File: src/vn1d_pkg.sv
// Package for the 1D octave value-noise engine: widths, hash constants, register codes
// and the cosine blend weight table built at elaboration. No dependencies.
package vn1d_pkg;

    localparam int MAX_OCTAVES        = 8;
    localparam int WEIGHT_TABLE_DEPTH = 256;
    localparam int WT_IDX_W           = $clog2(WEIGHT_TABLE_DEPTH);
    localparam int AMP_IDX_W          = (MAX_OCTAVES > 1) ? $clog2(MAX_OCTAVES) : 1;

    // hash constants
    localparam logic [31:0] HASH_MUL  = 32'd15731;
    localparam logic [31:0] HASH_ADD1 = 32'd789221;
    localparam logic [31:0] HASH_ADD2 = 32'd1376312589;
    localparam logic [30:0] HASH_MASK = 31'h7FFF_FFFF;
    localparam logic signed [31:0] ONE_Q30 = 32'sd1073741824;

    localparam logic [15:0] AMP_ONE  = 16'd32768;
    localparam logic [15:0] AMP_HALF = 16'd16384;
    localparam logic [16:0] W_ONE    = 17'd32768;

    // data widths through the datapath
    localparam int S_W = 34;   // smoothed lattice value
    localparam int P_W = 52;   // blend products and blend sum
    localparam int T_W = 64;   // amplitude-scaled term
    localparam int Q_W = 26;   // rounded Q2.24 term
    localparam int SUM_W = 36;

    // register map, index = paddr[2]
    localparam logic REG_PERSISTENCE = 1'b0;
    localparam logic REG_OCTAVES     = 1'b1;

    typedef logic [16:0] t_wtab [WEIGHT_TABLE_DEPTH];

    // (1 - cos(pi*j/D))/2 in Q1.15, cosine as truncated Q30 Taylor sum
    // Taylor divisors (2k-1)*(2k) for k = 1..8: 2, 12, 30, 56, 90, 132, 182, 240
    function automatic t_wtab build_wtab();
        t_wtab              tab;
        longint unsigned    jr;
        longint unsigned    theta;
        longint unsigned    x2;
        longint unsigned    term;
        longint             c;
        longint             w;
        bit                 far;
        for (int j = 0; j < WEIGHT_TABLE_DEPTH; j++) begin
            far = (2 * j > WEIGHT_TABLE_DEPTH);
            jr  = far ? longint'(WEIGHT_TABLE_DEPTH - j) : longint'(j);
            theta = (64'd3373259426 * jr) / WEIGHT_TABLE_DEPTH;
            x2    = (theta * theta) >> 30;
            term  = 64'd1073741824;
            c     = 64'sd1073741824;
            term = ((term * x2) >> 30) / 64'd2;
            c    = c - longint'(term);
            term = ((term * x2) >> 30) / 64'd12;
            c    = c + longint'(term);
            term = ((term * x2) >> 30) / 64'd30;
            c    = c - longint'(term);
            term = ((term * x2) >> 30) / 64'd56;
            c    = c + longint'(term);
            term = ((term * x2) >> 30) / 64'd90;
            c    = c - longint'(term);
            term = ((term * x2) >> 30) / 64'd132;
            c    = c + longint'(term);
            term = ((term * x2) >> 30) / 64'd182;
            c    = c - longint'(term);
            term = ((term * x2) >> 30) / 64'd240;
            c    = c + longint'(term);
            if (far) c = -c;
            w = ((64'sd1073741824 - c) + 64'sd32768) / 64'sd65536;
            if (w < 0)     w = 0;
            if (w > 32768) w = 32768;
            tab[j] = 17'(w);
        end
        return tab;
    endfunction

    localparam t_wtab W_TABLE = build_wtab();

endpackage

File: src/vn1d_hash.sv
// Four-stage pipelined lattice hash: point -> 1 - h/2^30 in Q2.30.
// Depends on vn1d_pkg; advances on i_en.
module vn1d_hash (
    input  logic               i_clk,
    input  logic               i_en,
    input  logic [31:0]        i_point,
    output logic signed [31:0] o_lattice
);
    import vn1d_pkg::*;

    logic [31:0] r_y_a, r_y_b, r_y_c, r_yy, r_t;
    logic signed [31:0] r_n;
    logic [31:0] n_y, n_h;

    assign n_y = {1'b0, i_point[17:0], 13'b0} ^ i_point;
    assign n_h = r_y_c * r_t + HASH_ADD2;

    always_ff @(posedge i_clk) begin
        if (i_en) begin
            r_y_a <= n_y;
            r_y_b <= r_y_a;
            r_yy  <= r_y_a * r_y_a;
            r_y_c <= r_y_b;
            r_t   <= r_yy * HASH_MUL + HASH_ADD1;
            r_n   <= ONE_Q30 - $signed({1'b0, n_h[30:0] & HASH_MASK});
        end
    end

    assign o_lattice = r_n;

endmodule

File: config.mk
export PLATFORM = sky130hd
export DESIGN_NAME = vn1d_hash
export DESIGN_NICKNAME = d
export VERILOG_FILES = /design/src/vn1d_pkg.sv /design/src/vn1d_hash.sv
export SDC_FILE = /design/constraint.sdc
export NUM_CORES = 2
export LEC_CHECK = 0
export BUFFER_PORTS_ARGS = -buffer_cell sky130_fd_sc_hd__buf_4
export CAP_MARGIN = 40
export CORE_MARGIN = 8
export CORE_UTILIZATION = 40
export DETAILED_ROUTE_END_ITERATION = 10
export REMOVE_ABC_BUFFERS = 1
export SLEW_MARGIN = 20
export SYNTH_ARGS = -nofsm -noshare
export SYNTH_HDL_FRONTEND = slang
export SYNTH_SLANG_ARGS = --single-unit
File: constraint.sdc
create_clock -name i_clk -period 10.49 [get_ports i_clk]
set_input_delay 2.098 -clock i_clk [delete_from_list [all_inputs] [get_ports i_clk]]
set_output_delay 2.098 -clock i_clk [all_outputs]
set_load 0.03 [all_outputs]
* Yosys cells after proc, flatten, opt, wreduce, memory -nomap -nowiden
Cells that the tools add are included.
Storage, ports and cells: register bits after elaboration 192, input bits 34
Operators by class: $add $sub $neg 3, $mul 3, bitwise gates (word level) 1
Operator list (count):
- $add 32x20->32 const B | 1
- $mul 32x14->32 const B | 1
- $mul 32x32->31 | 1
- $mul 32x32->32 | 1
- $sub 31x31->32 const A | 1
- $xor 31x32->32 | 1
- $add 31x31->31 const B | 1

* Logic depth before layout (Yosys ltp)
depth after elaboration 3, mapped depth 30, mapped depth without buffers 27

* Worst setup path before layout
OpenSTA, ideal clock, no wires.
kind flip-flop to flip-flop, from register r_y_c[10], to register r_n[28], in the netlist o_lattice[28], data pin, setup time 0.262 ns, arrival time 7.177 ns, required time 10.228 ns, slack 3.051 ns, cell stages (with the launch flop) 28, clock period less this slack 7.439 ns, cell sequence edfxtp_1 -> clkbuf_1 -> clkbuf_1 -> and2_1 -> fa_1 -> fa_1 -> fa_1 -> inv_1 -> fa_1 -> inv_1 -> fa_1 -> fa_1 -> fa_1 -> inv_1 -> fa_1 -> inv_1 -> ha_1 -> clkbuf_1 -> o21a_1 -> or2_2 -> nand3_1 -> o21ai_0 -> a211oi_1 -> a211oi_2 -> and3_1 -> and3_4 -> nor3b_2 -> xnor2_1
Between the ends: longest elaborated chain between the ends 3
RTL lines:
- start: declaration | line vn1d_hash.sv:11 | logic [31:0] r_y_a, r_y_b, r_y_c, r_yy, r_t;
- start signal: assignment | line vn1d_hash.sv:23 | r_y_c <= r_y_b;
- $mul 32x32->31 | line vn1d_hash.sv:16 | assign n_h = r_y_c * r_t + HASH_ADD2;
- $add 31x31->31 | line vn1d_hash.sv:16
- $sub 31x31->32 | line vn1d_hash.sv:25 | r_n <= ONE_Q30 - $signed({1'b0, n_h[30:0] & HASH_MASK});
- end signal: assignment | line vn1d_hash.sv:25
- end: declaration | line vn1d_hash.sv:12 | logic signed [31:0] r_n;
Every way passes these cells. A chain may end at the register's enable or synchronous reset.

* Worst setup path in the final report
from register r_y_a[4], to register r_yy[30], data pin
Between the ends: longest elaborated chain between the ends 1
RTL lines:
- start: declaration | line vn1d_hash.sv:11
- start signal: assignment | line vn1d_hash.sv:20 | r_y_a <= n_y;
- $mul 32x32->32 | line vn1d_hash.sv:22 | r_yy <= r_y_a * r_y_a;
- end signal: assignment | line vn1d_hash.sv:22
- end: declaration | line vn1d_hash.sv:11
Every way passes these cells.

==> tab_implementation.tex <==
\begin{tabular}{lr}
\hline
Metric & Value \\
\hline
\multicolumn{2}{l}{\textbf{Floorplan}} \\
\quad Width of the die & 334 um \\
\quad Number of rows created at floorplan & 116 \\
\quad Die ar. & 112000 um\^{}2 \\
\quad Core ar. & 100000 um\^{}2 \\
\quad Starting density of the core & 40.4\% \\
\quad Num ports & 66 \\
\quad Chip height & 334 um \\
\multicolumn{2}{l}{\textbf{Timing}} \\
\quad Final number of hold-violating endpoints & 0 \\
\quad Final setup violating endpoints & 0 \\
\quad Least-Margin Pin Slew & 877 ps \\
\quad Final slew viol count & 0 \\
\quad Max Fclk & 118 MHz \\
\quad Layout Skew & 25.9 ps \\
\quad Post-Route Setup TNS & 0 ps \\
\quad Relative slew margins & 41.5\% \\
\quad Fin crit share & 80.9\% \\
\quad Setup repair after global routing missed its margin & no \\
\quad Min Clock Period, post-route & 8490 ps \\
\multicolumn{2}{l}{\textbf{Synthesis}} \\
\quad Part of the Yosys area used for sequential elements & 13.7\% \\
\quad Average footprint of a synthesized cell & 10.1 um\^{}2 \\
\quad Total number of yosys warnings & 0 \\
\quad Distinct cell type count after synthesis & 67 \\
\quad Flip-flop and latch count after synthesis & 184 \\
\quad Fraction of synthesis flops using an asynchronous set or reset pin & 0\% \\
\quad Fraction of the mapped netlist area in simple logic gates & 11.2\% \\
\quad Main combinational cell family by area after synthesis & adder cells \\
\quad Synthesized-area fraction occupied by adder cells & 55.0\% \\
\quad Primary FF master, synth & edfxtp\_1 \\
\quad Number of synthesized flops with an enable pin & 184 \\
\quad Multiplexer share of the synthesized area & 0.152\% \\
\quad Instance count of the mapped netlist & 4001 \\
\quad Xor and xnor fraction of the mapped netlist area & 4.87\% \\
\quad Synthesized area & 40400 um\^{}2 \\
\quad Area fraction in compound gates after synthesis & 3.71\% \\
\multicolumn{2}{l}{\textbf{Critical path}} \\
\quad Crit Path Category & register to register \\
\quad Max Fanout on Critical Path & 17 \\
\quad Data required time of the critical path & 10740 ps \\
\quad Kind of capture point of the worst setup path & register \\
\quad Type of origin of the critical path & register \\
\quad Worst Reg2Reg Path Length in Cells & 27 \\
\quad Data arrival, critical path & 8740 ps \\
\multicolumn{2}{l}{\textbf{Route}} \\
\quad DRC viols & 0 \\
\quad Number of design-rule violations left by the first detailed-router iteration & 1147 \\
\quad WL/cell & 17.5 um \\
\quad Routed wire length & 93.2 mm \\
\quad Routed vias/inst & 4.84 \\
\quad Total number of vias & 25800 \\
\quad Final ANT Viol Nets & 0 \\
\quad Number of search-and-repair iterations in the first detailed-routing pass & 5 \\
\multicolumn{2}{l}{\textbf{Layout}} \\
\quad Area taken by flip-flops and latches & 5530 um\^{}2 \\
\quad ANT cells & 0 \\
\quad Area added between synthesis and finish & 6.71\% \\
\quad Final-layout fill cell count & 9708 \\
\quad NumNets Final & 5312 \\
\quad Area of combinational cells with multiple inputs & 30300 um\^{}2 \\
\quad Fraction of final layout cells with drive strength greater than 1 & 4.22\% \\
\quad Final design utilization & 43.1\% \\
\multicolumn{2}{l}{\textbf{Global route}} \\
\quad Global-route wire length before repair & 154 mm \\
\quad Maximum number of pins on one net before global-route repair & 64 \\
\quad Vias in the first global route & 29000 \\
\quad Antenna violations before repair & 1 \\
\quad Total routing resource utilization after global routing & 17.5\% \\
\quad Total gr overflow & 0 \\
\multicolumn{2}{l}{\textbf{Status}} \\
\quad Status & complete, no violations \\
\multicolumn{2}{l}{\textbf{CTS}} \\
\quad Clock edge transition at the registers on the reported setup and hold paths & 90 ps \\
\quad Htree depth & 4 \\
\quad Root buffer cell & clkbuf\_16 \\
\quad Insertion delay to the later sink of the worst-skew pair & 510 ps \\
\quad Number of sinks driven by the clock tree & 184 \\
\quad Hold buffers post-CTS & 0 \\
\quad Post-CTS Setup Repair Bufs & 0 \\
\quad Clock buffers created by TritonCTS & 17 \\
\quad Maximum clock path buffer count & 2 \\
\quad TritonCTS clock tree & done \\
\quad Cells resized by post-CTS repair & 0 \\
\multicolumn{2}{l}{\textbf{Place}} \\
\quad HPWL Detailed & 76.2 mm \\
\quad Global placer's final weighted congestion & 0.852 \\
\quad Number of port buffers & 64 \\
\multicolumn{2}{l}{\textbf{Flow run}} \\
\quad Number of max-cap violations & 0 \\
\multicolumn{2}{l}{\textbf{Min path}} \\
\quad Worst hold path stage count & 0 \\
\quad Worst Hold Class & register to register \\
\hline
\end{tabular}
[layout make-up]
class                   count  share of cell area (%)
multi-input cells        2598                    70.3
flip-flops and latches    184                    12.8
inverters                1106                    9.62
well taps                1298                    3.76
repair buffers            112                    2.15
clock buffers              18                   0.994
clock inverters            14                   0.360
[cells in the final DEF, fill, tap and decap left out, types with 3 or more instances in the layout]
| master | synthesis | layout |
|---|---|---|
| inv_1 | 1106 | 1106 |
| fa_1 | 866 | 866 |
| ha_1 | 393 | 393 |
| and2_1 | 383 | 383 |
| nand2_1 | 348 | 348 |
| edfxtp_1 | 184 | 184 |
| xnor2_1 | 158 | 158 |
| buf_4 | 0 | 103 |
| xor2_1 | 67 | 67 |
| a21oi_1 | 63 | 63 |
| nor2_1 | 50 | 50 |
| o21ai_0 | 40 | 40 |
| a21o_1 | 38 | 38 |
| nor3_1 | 19 | 19 |
| nand3_1 | 17 | 17 |
| clkbuf_16 | 0 | 17 |
| o21bai_1 | 15 | 15 |
| nor2b_1 | 10 | 10 |
| and3_1 | 10 | 10 |
| a31oi_1 | 9 | 9 |
| nand2b_1 | 9 | 9 |
| o21a_1 | 8 | 8 |
| nand4_1 | 8 | 8 |
| or3_1 | 6 | 6 |
| mux2i_1 | 5 | 5 |
| a41oi_1 | 5 | 5 |
| a211oi_1 | 5 | 5 |
| inv_8 | 0 | 5 |
| buf_8 | 0 | 5 |
| or2_2 | 4 | 4 |
| nor3_2 | 4 | 4 |
| conb_1 | 2 | 4 |
| inv_6 | 0 | 4 |
| a21boi_0 | 3 | 3 |
| a211o_1 | 3 | 3 |
| o31ai_1 | 3 | 3 |
[path summary, 6_finish.rpt]
check             slack (ps)             endpoint                start
hold reg to reg          400  r_y_c[25]$_DFFE_PP_  r_y_b[25]$_DFFE_PP_
hold / removal           400  r_y_c[25]$_DFFE_PP_  r_y_b[25]$_DFFE_PP_
setup / recovery        2010   r_yy[30]$_DFFE_PP_   r_y_a[4]$_DFFE_PP_
setup reg to reg        2010   r_yy[30]$_DFFE_PP_   r_y_a[4]$_DFFE_PP_
[cells in the mapped netlist (all sizes together) (11+ instances only)]
library cell	instances	area (um^2)
inv	1106	4150
fa	866	17300
ha	393	4920
and2	383	2400
nand2	348	1310
edfxtp	184	5530
xnor2	158	1380
clkbuf	115	432
xor2	67	587
a21oi	65	333
nor2	51	194
o21ai	42	210
a21o	38	285
nor3	24	151
nand3	18	95.1
o21bai	15	113
and3	11	73.8
[cells by family (layout without fill, tap and decap cells)]
| logic type | after synthesis | in the layout |
|---|---|---|
| adders and majority gates | 1259 | 1259 |
| buffers and inverters | 1221 | 1250 |
| and+or+nand+nor | 882 | 882 |
| xor gates and xnor gates | 225 | 225 |
| AOI/OAI and AO/OA | 222 | 222 |
| DFF | 184 | 184 |
| muxes | 6 | 6 |
| other | 2 | 4 |
[sequential cells by signal (all words and copies together) (netlist names)]
register / count
o_lattice: 32
r_y_a: 31
r_y_b: 31
r_y_c: 31
r_t: 30
r_yy: 29
[metrics by stage]
step	cells	cell area [um^2]	hold slack (ps)	setup slack (ps)
after global routing	5330	43200	422	1740
final	5330	43200	403	2010
after floorplan	3888	40000	400	3120
after CTS	5329	43100	407	2070
after global placement	5290	42400	401	2110
after detailed placement	5297	42600	405	2090
[worst max-delay path: stages (launching register included)]
cell and delay (ps):
edfxtp_1 840, buf_4 340, nand2_1 120, fa_1 550, inv_1 50, fa_1 490
inv_1 60, fa_1 510, inv_1 60, fa_1 530, inv_1 50, fa_1 510
inv_1 60, fa_1 520, fa_1 500, inv_1 50, fa_1 470, inv_1 40
ha_1 320, nand4_1 160, nor2_1 90, and2_1 180, a21o_1 150, a2111oi_1 750
o41ai_1 310, a41oi_1 270, o21bai_1 100, xnor2_1 130
[layer usage]
metal | share of wire, % | wire (um) | global-route usage, % | vias up
met1 | 42 | 39600 | 22.0 | 13300
met3 | 4.0 | 3720 | 2.44 | 140
li1 | - | - | - | 11800
met5 | 0 | 0 | 0 | -
met4 | 2.5 | 2300 | 4.63 | 0
met2 | 51 | 47600 | 31.4 | 517
Power is left out: the tool's default activity adds up to more than one toggle a clock period on the data nets, which glitch-free logic cannot reach.
